### src/sv/sidm_pkg.sv
`timescale 1ns / 1ps
// shared constants and types for the sorted id map
// no dependencies

package sidm_pkg;

    localparam int DEF_TABLE_DEPTH = 64;
    localparam int DEF_ID_WIDTH    = 32;

    localparam logic OP_LOOKUP = 1'b0;
    localparam logic OP_INSERT = 1'b1;

    localparam logic [1:0] ST_OK      = 2'd0;
    localparam logic [1:0] ST_INVALID = 2'd1;
    localparam logic [1:0] ST_EXISTS  = 2'd2;
    localparam logic [1:0] ST_FULL    = 2'd3;

    typedef struct packed {
        logic load;
        logic cmp;
        logic commit;
    } t_cmd;

endpackage

### src/sv/sidm_ctrl.sv
`timescale 1ns / 1ps
// controller: sequences capture, compare and commit of one item
// depends on sidm_pkg

module sidm_ctrl import sidm_pkg::*; (
    input  logic i_clk,
    input  logic i_rst_n,
    input  logic i_s_valid,
    output logic o_s_ready,
    output logic o_m_valid,
    input  logic i_m_ready,
    output t_cmd o_cmd
);

    localparam logic [1:0] S_IDLE = 2'd0;
    localparam logic [1:0] S_CMP  = 2'd1;
    localparam logic [1:0] S_EXEC = 2'd2;

    logic [1:0] r_state, n_state;
    logic       r_out_valid, n_out_valid;
    logic       out_free;
    t_cmd       cmd;

    assign out_free   = !r_out_valid || i_m_ready;
    assign o_s_ready  = (r_state == S_IDLE) || ((r_state == S_EXEC) && out_free);
    assign cmd.load   = i_s_valid && o_s_ready;
    assign cmd.cmp    = (r_state == S_CMP);
    assign cmd.commit = (r_state == S_EXEC) && out_free;
    assign o_cmd      = cmd;
    assign o_m_valid  = r_out_valid;

    always_comb begin
        n_state = r_state;
        case (r_state)
            S_IDLE: begin
                if (cmd.load) begin
                    n_state = S_CMP;
                end
            end
            S_CMP: begin
                n_state = S_EXEC;
            end
            S_EXEC: begin
                if (out_free) begin
                    n_state = cmd.load ? S_CMP : S_IDLE;
                end
            end
            default: begin
                n_state = S_IDLE;
            end
        endcase
    end

    always_comb begin
        if (cmd.commit) begin
            n_out_valid = 1'b1;
        end else if (i_m_ready) begin
            n_out_valid = 1'b0;
        end else begin
            n_out_valid = r_out_valid;
        end
    end

    always_ff @(posedge i_clk) begin
        if (!i_rst_n) begin
            r_state     <= S_IDLE;
            r_out_valid <= 1'b0;
        end else begin
            r_state     <= n_state;
            r_out_valid <= n_out_valid;
        end
    end

    a_cmp_then_exec: assert property (@(posedge i_clk) disable iff (!i_rst_n)
        (r_state == S_CMP) |=> (r_state == S_EXEC))
        else $error("compare not followed by execute");

    a_commit_sets_out: assert property (@(posedge i_clk) disable iff (!i_rst_n)
        cmd.commit |=> r_out_valid)
        else $error("commit did not present a result");

    a_no_commit_on_stall: assert property (@(posedge i_clk) disable iff (!i_rst_n)
        (r_out_valid && !i_m_ready) |-> !cmd.commit)
        else $error("commit while result stalled");

endmodule

### config.mk
export PLATFORM = sky130hd
export DESIGN_NAME = sidm_ctrl
export DESIGN_NICKNAME = d
export VERILOG_FILES = /design/src/sv/sidm_pkg.sv /design/src/sv/sidm_ctrl.sv
export SDC_FILE = /design/constraint.sdc
export NUM_CORES = 1
export LEC_CHECK = 0
export ABC_AREA = 1
export BUFFER_PORTS_ARGS = -buffer_cell sky130_fd_sc_hd__buf_2
export CAP_MARGIN = 0
export CORE_AREA = 2 2 39 41
export DETAILED_ROUTE_END_ITERATION = 6
export DIE_AREA = 0 0 41 43
export GPL_ROUTABILITY_DRIVEN = 1
export RECOVER_POWER = 25
export SLEW_MARGIN = 20
export SYNTH_ARGS = -nofsm -noshare
export SYNTH_HDL_FRONTEND = slang
export SYNTH_SLANG_ARGS = --single-unit
### constraint.sdc
create_clock -name i_clk -period 1.2 [get_ports i_clk]
set_input_delay 0.24 -clock i_clk [delete_from_list [all_inputs] [get_ports i_clk]]
set_output_delay 0.24 -clock i_clk [all_outputs]
set_load 0.005 [all_outputs]
==> flow_summary.ini <==
[critical_path]
cp.required_ns = 0.96
path_class = flip-flop to primary output
worstPathArrival_ns = 0.91
cp_max_fo = 5
critPathLaunchType = flip-flop
critPathLaunch = r_state[1]
crit-reg2reg-launch = r_state[1]
endpoint_kind = primary output

[clocking]
cts_root_buf = clkbuf_4
cts_buffers = 3
insertion_delay_ns = 0.23
cts_max_level = 1
postCtsSetupBuffers = 0
cts_buffer_depth = 2
cts_sinks = 3
cts_tree = built
cts.clk_slew.worst_paths_ns = 0.04

[layout]
area_delta_synth_final_pct = 62.07
post-route-util_pct = 17.00
drive_gt1_share_pct = 56.25
nets = 37
diodes = 0
fin_cells = 48

[global_route]
grt_pass1_vias = 125
grt_pass1_wl_um = 420
grt_overflow = 0
grt_max_degree = 6
grtUsageTotal_pct = 4.514
antenna_found_initial = 0

[logic_synthesis]
yosysWarnings = 0
ys.flop_type = dfxtp_1
netlist.area_leader.share_pct = 41.38
ys_types = 7
syn_inst = 22
synth_nets = 26
syn_area_per_cell_sq_um = 6.597
synth-seq-area-share_pct = 41.38
synth_most_common_cell = inv_1
synthArstFlopShare_pct = 0
synth_common_cells = 5 x inv_1, 4 x nand2_1, 3 x a21oi_1, 3 x dfxtp_1, 3 x nor2_1
synth_area_leaders = dfxtp_1 41%, inv_1 13%, a21oi_1 10%
synth_seq_cells = 3
yosys.area.top_type = dfxtp_1
synth_edf_count = 0
syn_area_sq_um = 145.1

[routing]
drtIter0Drc = 1
routed_wl_um = 321
drc = 0
wl_per_cell_um = 6.688
vias_per_cell = 3.417
first_pass_iters = 3
antenna_left = 0
vias = 164

[min_path]
hp-start = i_rst_n
hold_path_class = primary input to flip-flop

[floorplan]
rows = 14
die_x_um = 41
core_area_sq_um = 1384
die_h_um = 43
initial_core_util_pct = 10.49
die_area_sq_um = 1763
ioPinCount = 9

[run_status]
status = finished clean

[placed_design]
dp_cells = 44
gp_congestion = 0.5702
io_buffer_count = 8
hpwlAfterDp_um = 245.8

[power_and_ir_drop]
vdd_drop_max_uv = 192.9
pwr-share-seq_pct = 34.4
power_frac_comb_pct = 9.7
switching_share_pct = 22.97
p_int_uw = 244.0
p_switching_uw = 72.78
p_leak_nw = 0.1303
clkPwrFrac_pct = 56.0
p_per_area_nw_per_um2 = 1347

[timing]
tns_ns = 0
worstMarginPinSlew_ns = 0.1008
finalSetupViolations = 0
skew_ns = 0.0005000
fin_crit_sh_pct = 95.43
rsz0062_at_grt = yes
max_slew_margin_pct = 93.28
fmax_mhz = 873.2
slew_violations = 0
finalHoldViolCount = 0
period_needed_ns = 1.145

[job]
maxCapViolations = 0
worst max-delay path: stages, from the launching register on:
cell and delay (ns):
dfxtp_4 0.35, nand3_2 0.09, nand3_2 0.08, inv_1 0.04, buf_2 0.11
final timing paths:
check,to,slack [ns],cells past startpoint
hold reg to reg,o_m_valid,0.48,2
setup reg to reg,r_state[0],0.53,3
setup / recovery,o_cmd[2],0.05,4
hold / removal,r_state[1],0.24,3
placed cells by master, fill, tap and decap left out:
cell,count
buf_2,8
inv_1,4
nand2_1,3
nor2_1,3
a21oi_1,3
clkbuf_4,3
nand3_2,2
dfxtp_2,2
inv_2,1
nand2_2,1
clkbuf_1,1
dfxtp_4,1
layer usage:
metal  up-vias  wire [um]  GRT usage, %
li1         83          -             -
met1        71        117         2.885
met2         8        151         5.625
met3         2         30         1.571
met4         0         21         10.00
met5         -          0             0
registers in the layout, summed over array words and instances, names as in the netlist:
| name | flops |
|---|---|
| r_state | 2 |
| o_m_valid | 1 |
through the flow:
step	setup WS [ns]	hold slack [ns]	instance area, sq um	total power, mW
after floorplan	0.3120	0.3628	145.1	0.1277
after global placement	0.1929	0.4848	190.2	0.1385
after detailed placement	0.1993	0.4936	190.2	0.1387
after CTS	0.007631	0.2373	222.7	0.3277
after global routing	-0.003873	0.2387	235.2	0.3362
final	0.05479	0.2391	235.2	0.3168
power by group through the flow:
stage / Combinational [mW] / Clock, mW / Sequential [mW]
2_1_floorplan: 0.0182 / 0 / 0.109
3_3_place_gp: 0.0286 / 0 / 0.110
3_5_place_dp: 0.0289 / 0 / 0.110
4_1_cts: 0.0305 / 0.188 / 0.109
5_1_grt: 0.0350 / 0.192 / 0.109
6_report: 0.0307 / 0.177 / 0.109
logic make-up (layout without fill, tap and decap cells):
logic type / count (synthesis) / after routing / share of synthesized area [%]
compound gates: 3 / 3 / 10.34
simple gates: 9 / 9 / 25.00
flops: 3 / 3 / 41.38
buf+inv: 7 / 17 / 23.27
area by class of cell:
type	instances	area [sq um]
fill	166	1149
sequential	3	66.31
multi-input combinational	12	63.81
timing repair buffer	8	40.04
clock buffer	4	26.28
tap	16	20.02
inverter	5	18.77
what timing repair did:
action / 4_1_cts / 5_1_grt
hold buffers: 0 / 0
endpoints found under the setup margin: 1 / 3
pin swaps: 0 / 1
resized for setup: 3 / 5
Power figures use the tool's default switching activity.
